[config.mk]
export PLATFORM = sky130hd
export DESIGN_NAME = rtm_walk_ctrl
export DESIGN_NICKNAME = d
export VERILOG_FILES = /design/src/hw/rtl/radix_tree_map_assert.svh /design/src/hw/rtl/rtm_pkg.sv /design/src/hw/rtl/rtm_slot_pick.sv /design/src/hw/rtl/rtm_walk_ctrl.sv
export SDC_FILE = /design/constraint.sdc
export NUM_CORES = 1
export LEC_CHECK = 0
export BUFFER_PORTS_ARGS = -buffer_cell sky130_fd_sc_hd__buf_2
export CAP_MARGIN = 20
export CORE_MARGIN = 8
export CORE_UTILIZATION = 40
export CTS_BUF_LIST = sky130_fd_sc_hd__clkbuf_16
export CTS_CLUSTER_DIAMETER = 30
export DETAILED_ROUTE_END_ITERATION = 8
export GPL_TIMING_DRIVEN = 0
export MAX_ROUTING_LAYER = met4
export PLACE_DENSITY = 0.7
export SLEW_MARGIN = 20
export SYNTH_ARGS = -nofsm -noshare
export SYNTH_HDL_FRONTEND = slang
export SYNTH_SLANG_ARGS = --single-unit
[constraint.sdc]
create_clock -name clk -period 12.2 [get_ports clk]
set_input_delay 1.22 -clock clk [delete_from_list [all_inputs] [get_ports clk]]
set_output_delay 1.22 -clock clk [all_outputs]
set_load 0.1 [all_outputs]
[src/hw/rtl/radix_tree_map_assert.svh]
// assertion macros for the radix tree map
`ifndef RADIX_TREE_MAP_ASSERT_SVH
`define RADIX_TREE_MAP_ASSERT_SVH

// consequence holds in the same cycle as the antecedent
`define RTM_ASSERT_NOW(lbl, ante, cons) \
  lbl: assert property (@(posedge clk) disable iff (rst) (ante) |-> (cons)) \
    else $error("radix tree map check failed");

// consequence holds in the cycle after the antecedent
`define RTM_ASSERT_NEXT(lbl, ante, cons) \
  lbl: assert property (@(posedge clk) disable iff (rst) (ante) |=> (cons)) \
    else $error("radix tree map check failed");

`endif

[src/hw/rtl/rtm_pkg.sv]
// shared types and constants for the radix tree map
`timescale 1ns / 1ps

package rtm_pkg;

  localparam int NODE_COUNT  = 256;
  localparam int MAX_FANOUT  = 16;
  localparam int MAX_LEVELS  = 8;
  localparam int STORE_DEPTH = NODE_COUNT * MAX_FANOUT;
  localparam int ADDR_W      = $clog2(STORE_DEPTH);
  localparam int NODE_W      = $clog2(NODE_COUNT);
  localparam int FREE_W      = $clog2(NODE_COUNT + 1);
  localparam int SLOT_W      = $clog2(MAX_FANOUT);
  localparam int DATA_W      = 32;
  localparam int KEY_W       = 32;
  localparam int LVL_W       = 3;
  localparam int CFG_IDX_W   = 2;
  localparam int CFG_DATA_W  = 48;

  localparam logic [CFG_IDX_W-1:0] CFG_LAST_LEVEL = 2'd0;
  localparam logic [CFG_IDX_W-1:0] CFG_OFFSETS    = 2'd1;
  localparam logic [CFG_IDX_W-1:0] CFG_WIDTHS     = 2'd2;

  localparam logic [1:0] CMD_INSERT = 2'd0;
  localparam logic [1:0] CMD_READ   = 2'd1;
  localparam logic [1:0] CMD_DELETE = 2'd2;
  localparam logic [1:0] CMD_NOP    = 2'd3;

  localparam logic [1:0] ST_OK           = 2'd0;
  localparam logic [1:0] ST_PATH_MISSING = 2'd1;
  localparam logic [1:0] ST_LEAF_EMPTY   = 2'd2;
  localparam logic [1:0] ST_POOL_FULL    = 2'd3;

  typedef struct packed {
    logic [LVL_W-1:0] last_level;
    logic [47:0]      level_offsets;
    logic [23:0]      level_widths;
  } cfg_t;

  typedef struct packed {
    logic [1:0]       cmd;
    logic [KEY_W-1:0] key;
    logic [DATA_W-1:0] value;
  } req_t;

  typedef struct packed {
    logic [1:0]        status;
    logic [DATA_W-1:0] read_value;
  } rsp_t;

  typedef struct packed {
    logic              we;
    logic [ADDR_W-1:0] waddr;
    logic [DATA_W-1:0] wdata;
    logic [ADDR_W-1:0] raddr;
  } ram_req_t;

  typedef struct packed {
    logic              busy;
    logic [FREE_W-1:0] free_count;
  } walk_stat_t;

  typedef enum logic [1:0] {
    S_CLEAR,
    S_IDLE,
    S_LOOK,
    S_EVAL
  } ctrl_state_t;

endpackage

[src/hw/rtl/rtm_slot_pick.sv]
// slot address of one tree level from the key field and the node number
`timescale 1ns / 1ps

module rtm_slot_pick import rtm_pkg::*; (
  input  cfg_t              cfg,
  input  logic [KEY_W-1:0]  key,
  input  logic [LVL_W-1:0]  lvl,
  input  logic [NODE_W-1:0] node,
  output logic [ADDR_W-1:0] addr
);

  logic [5:0]        off;
  logic [2:0]        w;
  logic [63:0]       shifted;
  logic [6:0]        field;
  logic [SLOT_W-1:0] idx;
  logic [ADDR_W:0]   slot_wide;

  always_comb begin
    off = cfg.level_offsets[lvl*6 +: 6];
    w   = cfg.level_widths[lvl*3 +: 3];
    if (w == 3'd0) begin
      w = 3'd1;
    end
    shifted   = {32'd0, key} >> off;
    field     = shifted[6:0] & 7'((8'd1 << w) - 8'd1);
    idx       = SLOT_W'(field % MAX_FANOUT);
    slot_wide = (ADDR_W+1)'(node) * (ADDR_W+1)'(MAX_FANOUT) + (ADDR_W+1)'(idx);
    if (slot_wide >= (ADDR_W+1)'(STORE_DEPTH)) begin
      addr = '0;
    end else begin
      addr = slot_wide[ADDR_W-1:0];
    end
  end

endmodule

[src/hw/rtl/rtm_walk_ctrl.sv]
// tree walk sequencer: clearing pass, level reads, node allocation, leaf update
`timescale 1ns / 1ps

module rtm_walk_ctrl import rtm_pkg::*; (
  input  logic              clk,
  input  logic              rst,
  input  cfg_t              cfg,
  input  logic              start,
  input  req_t              req,
  output logic              done,
  output rsp_t              rsp,
  output ram_req_t          ram,
  input  logic [DATA_W-1:0] rdata,
  output walk_stat_t        stat
);

  ctrl_state_t       state;
  ctrl_state_t       state_next;
  logic [ADDR_W-1:0] clr_addr;
  logic [FREE_W-1:0] free_cnt;
  req_t              req_q;
  logic [LVL_W-1:0]  lvl;
  logic [NODE_W-1:0] node;
  logic [ADDR_W-1:0] addr_pick;
  logic [LVL_W-1:0]  leaf_lvl;
  logic              at_leaf;
  logic              empty_slot;
  logic              pool_full;
  logic              finish;
  logic              busy;

  rtm_slot_pick u_pick (
    .cfg  (cfg),
    .key  (req_q.key),
    .lvl  (lvl),
    .node (node),
    .addr (addr_pick)
  );

  always_comb begin
    if ({1'b0, cfg.last_level} >= (LVL_W+1)'(MAX_LEVELS)) begin
      leaf_lvl = LVL_W'(MAX_LEVELS - 1);
    end else begin
      leaf_lvl = cfg.last_level;
    end
    at_leaf    = (lvl == leaf_lvl);
    empty_slot = (rdata == '0);
    pool_full  = (free_cnt >= FREE_W'(NODE_COUNT));
    finish     = at_leaf || (empty_slot && ((req_q.cmd != CMD_INSERT) || pool_full));
    busy       = (state != S_IDLE);
  end

  always_comb begin
    state_next = state;
    unique case (state)
      S_CLEAR: begin
        if (clr_addr == ADDR_W'(STORE_DEPTH - 1)) begin
          state_next = S_IDLE;
        end
      end
      S_IDLE: begin
        if (start && (req.cmd != CMD_NOP)) begin
          state_next = S_LOOK;
        end
      end
      S_LOOK: state_next = S_EVAL;
      S_EVAL: begin
        state_next = finish ? S_IDLE : S_LOOK;
      end
      default: state_next = S_IDLE;
    endcase
  end

  always_comb begin
    ram.we    = 1'b0;
    ram.waddr = addr_pick;
    ram.wdata = '0;
    ram.raddr = addr_pick;
    unique case (state)
      S_CLEAR: begin
        ram.we    = 1'b1;
        ram.waddr = clr_addr;
      end
      S_EVAL: begin
        if (at_leaf) begin
          if (req_q.cmd == CMD_INSERT) begin
            ram.we    = 1'b1;
            ram.wdata = req_q.value;
          end else if (req_q.cmd == CMD_DELETE) begin
            ram.we = 1'b1;
          end
        end else if (empty_slot && (req_q.cmd == CMD_INSERT) && !pool_full) begin
          ram.we    = 1'b1;
          ram.wdata = DATA_W'(free_cnt);
        end
      end
      default: ;
    endcase
    stat.busy       = busy;
    stat.free_count = free_cnt;
  end

  always_ff @(posedge clk) begin
    if (rst) begin
      state    <= S_CLEAR;
      clr_addr <= '0;
      free_cnt <= FREE_W'(1);
      done     <= 1'b0;
    end else begin
      state <= state_next;
      done  <= 1'b0;
      unique case (state)
        S_CLEAR: clr_addr <= clr_addr + ADDR_W'(1);
        S_IDLE: begin
          if (start) begin
            req_q <= req;
            lvl   <= '0;
            node  <= '0;
            if (req.cmd == CMD_NOP) begin
              done           <= 1'b1;
              rsp.status     <= ST_OK;
              rsp.read_value <= '0;
            end
          end
        end
        S_LOOK: ;
        S_EVAL: begin
          if (at_leaf) begin
            done <= 1'b1;
            if (req_q.cmd == CMD_INSERT) begin
              rsp.status     <= ST_OK;
              rsp.read_value <= '0;
            end else begin
              rsp.status     <= empty_slot ? ST_LEAF_EMPTY : ST_OK;
              rsp.read_value <= rdata;
            end
          end else if (empty_slot) begin
            if (req_q.cmd != CMD_INSERT) begin
              done           <= 1'b1;
              rsp.status     <= ST_PATH_MISSING;
              rsp.read_value <= '0;
            end else if (pool_full) begin
              done           <= 1'b1;
              rsp.status     <= ST_POOL_FULL;
              rsp.read_value <= '0;
            end else begin
              node     <= free_cnt[NODE_W-1:0];
              free_cnt <= free_cnt + FREE_W'(1);
              lvl      <= lvl + LVL_W'(1);
            end
          end else begin
            if (rdata < DATA_W'(NODE_COUNT)) begin
              node <= rdata[NODE_W-1:0];
            end else begin
              node <= '0;
            end
            lvl <= lvl + LVL_W'(1);
          end
        end
        default: ;
      endcase
    end
  end

endmodule
==> results.py <==
metrics = {
    "floorplan": {
        "die_h_um": 149,
        "die_x_um": 149,
        "ioPinCount": 278,
        "rows": 48,
        "dieArea_um2": 22300,
        "coreArea_um2": 17400,
        "start_util_pct": 41.0,
    },
    "timing": {
        "rsz0062_at_grt": "false",
        "tightest_slew_ns": 0.908,
        "clock.fmax_mhz": 177,
        "period_needed_ns": 5.65,
        "maxSlewHeadroom_pct": 37.7,
        "skew_ns": 0.0155,
        "slew_viol_final": 0,
        "fin_crit_sh_pct": 46.3,
        "tns_ns": 0,
        "finalSetupViolations": 0,
        "hold_violations": 0,
    },
    "final_layout": {
        "final_cells": 1141,
        "nNetsFinal": 1084,
        "fillers": 1552,
        "area_growth_syn_to_layout_pct": 33.5,
        "utilization_pct": 54.7,
        "regArea_um2": 3810,
        "drive_above_1_share_pct": 41.3,
        "multi_input_area_um2": 3120,
    },
    "synthesis": {
        "yosys-top-cells-area": "edfxtp_1 47%, dfxtp_1 6.8%, and2_1 5.4%",
        "synth_most_common_cell": "edfxtp_1",
        "yosys.area.top_type": "edfxtp_1",
        "yosysWarnings": 0,
        "netlist_instances": 599,
        "synth_seq_cells": 135,
        "synth_cell_type_count": 65,
        "synth_enable_flop_cells": 111,
        "syn_area_per_cell_um2": 11.9,
        "syn_nets": 784,
        "synthFlopType": "edfxtp_1",
        "seq_area_frac_synth_pct": 53.6,
        "synth_area_um2": 7110,
        "synthTopCellsByCount": "111 x edfxtp_1, 61 x and2_1, 50 x nand2_1, 44 x nor2_1, 28 x mux2i_1",
        "ys_async_sr_fraction_pct": 0,
        "yosysTopAreaCellShare_pct": 46.9,
    },
    "cts": {
        "cts_buffer_depth": 2,
        "cts_tree": "built",
        "h-tree-depth": 4,
        "clk_pin_slew_ns": 0.06,
        "cts.repair.resized": 0,
        "postCtsSetupBuffers": 0,
        "cts_buffers": 17,
        "cts_root_buf": "clkbuf_16",
        "cts_hold_buf": 0,
        "clock_sinks": 135,
        "insertion_delay_ns": 0.43,
    },
    "worst_setup_path": {
        "required_ns": 10.98,
        "crit_family": "multiplexers",
        "slowest_delay_ns": 0.74,
        "cp.arrival_ns": 4.43,
        "path_cells": "buf_2 -> mux4_1 -> mux2i_1 -> clkbuf_1 -> nand2_1 -> o22ai_1 -> o211ai_1 -> o41ai_1 -> buf_2",
        "cp.buffers_inverters": 3,
        "crit_slowest_cell": "mux2i_1",
        "crit_type": "input port to primary output",
        "cp-end-kind": "primary output",
        "cp_common_cell": "buf_2",
        "crit_path_max_fanout": 10,
        "worstSetupStartpointType": "input port",
    },
    "pwr": {
        "power_switching_mw": 0.461,
        "switching_share_pct": 33.9,
        "power_frac_comb_pct": 23.2,
        "internal_power_mw": 0.900,
        "powerDensity_nw_per_um2": 143,
        "p_clk_share_pct": 38.0,
        "pwr-share-seq_pct": 38.8,
        "p_leak_nw": 3.96,
        "ir_drop_v": 0.000156,
    },
    "routing": {
        "wl_per_cell_um": 19.4,
        "wl_um": 22200,
        "viasPerCell": 5.30,
        "ant_nets": 0,
        "first_pass_iters": 5,
        "drc": 0,
        "drt-initial-drc-count": 438,
        "vias": 6043,
    },
    "hold_path": {
        "min_path_type": "flop to flop",
    },
    "global_routing": {
        "grt_overflow_total": 0,
        "grt_pass1_vias": 6113,
        "grt_usage_pct": 19.9,
        "antenna_found_initial": 4,
        "grt_pass1_wl_um": 33300,
        "grt_max_degree": 31,
    },
    "run": {
        "maxCapViolCount": 0,
    },
    "place": {
        "io_buffers": 276,
        "hpwl_um": 17500,
        "gp_congestion": 0.925,
        "place_inst": 1105,
    },
    "run_status": {
        "status": "finished clean",
    },
}
[placed cells by master (no fill, tap or decap), types with 13 or more instances in the layout]
cell,synthesis,final
mux2_2,23,23
buf_2,8,284
clkbuf_16,0,17
xor2_1,18,18
and2_1,61,61
dfxtp_1,24,24
a21oi_1,24,24
edfxtp_1,111,111
nor3_1,13,13
mux2i_1,28,28
nor2_1,44,43
clkbuf_1,22,22
mux4_2,14,14
nand2_1,50,50
nand3_1,14,14
[final timing paths]
check	start	to	slack (ns)	cells after the start
setup reg to reg	lvl[2]$_SDFFCE_PN0P_	rsp[6]$_SDFFCE_PP0P_	9.02	8
hold / removal	free_cnt[8]$_SDFFE_PP0P_	free_cnt[8]$_SDFFE_PP0P_	0.51	2
setup / recovery	cfg[45]	ram[47]	6.55	9
hold reg to reg	free_cnt[8]$_SDFFE_PP0P_	free_cnt[8]$_SDFFE_PP0P_	0.51	2
[per-stage QoR]
stage	power, mW	setup WS, ns	hold WS (ns)	area [um^2]
2_1_floorplan	0.766	4.92	0.468	7110
3_3_place_gp	0.847	4.92	0.487	8770
3_5_place_dp	0.852	6.64	0.489	8880
4_1_cts	1.37	6.66	0.506	9480
5_1_grt	1.41	6.33	0.562	9490
6_report	1.36	6.55	0.513	9490
[worst register-to-register path: stages (launching register included)]
cell	delay (ns)
edfxtp_1	0.32
clkbuf_1	0.37
buf_2	0.38
xor2_1	0.18
or3_1	0.40
and2_1	0.20
and2_1	0.18
a211oi_4	0.62
buf_6	0.25
[registers in the layout (all words and copies together) (netlist names)]
register  cells
done          1
free_cnt      9
lvl           3
node          8
rsp          34
clr_addr     12
req_q        66
state         2
[power groups by stage]
stage	clock network (mW)	registers (mW)	logic (mW)
6_report	0.517	0.528	0.316
5_1_grt	0.546	0.530	0.334
4_1_cts	0.528	0.528	0.315
3_5_place_dp	0	0.538	0.314
3_3_place_gp	0	0.540	0.308
2_1_floorplan	0	0.552	0.214
[layer usage]
metal	up-vias	track usage (%)	wire (um)
li1	2876	-	-
met1	2865	24.4	9240
met2	273	31.4	10800
met3	29	4.76	1810
met4	0	7.52	308
met5	-	-	0
[cells by family after synthesis]
group,after synthesis,share of synthesized area (%)
compound gates,98,9.99
xor+xnor,20,2.46
fa+ha+maj,9,1.58
buf+inv,46,2.94
flops,135,53.6
mux,69,13.3
other cells,1,0.0527
simple gates,221,16.0
[area by class of cell]
class,count,area share (%)
antenna,4,0.105
buffer,37,1.85
clock buffer,17,4.48
clock inverter,15,1.87
inverter,9,0.356
multi-input combinational,418,32.9
sequential,135,40.2
tap,225,2.97
timing repair buffer,281,15.3
Note: power is estimated with default switching activity, not from simulation.
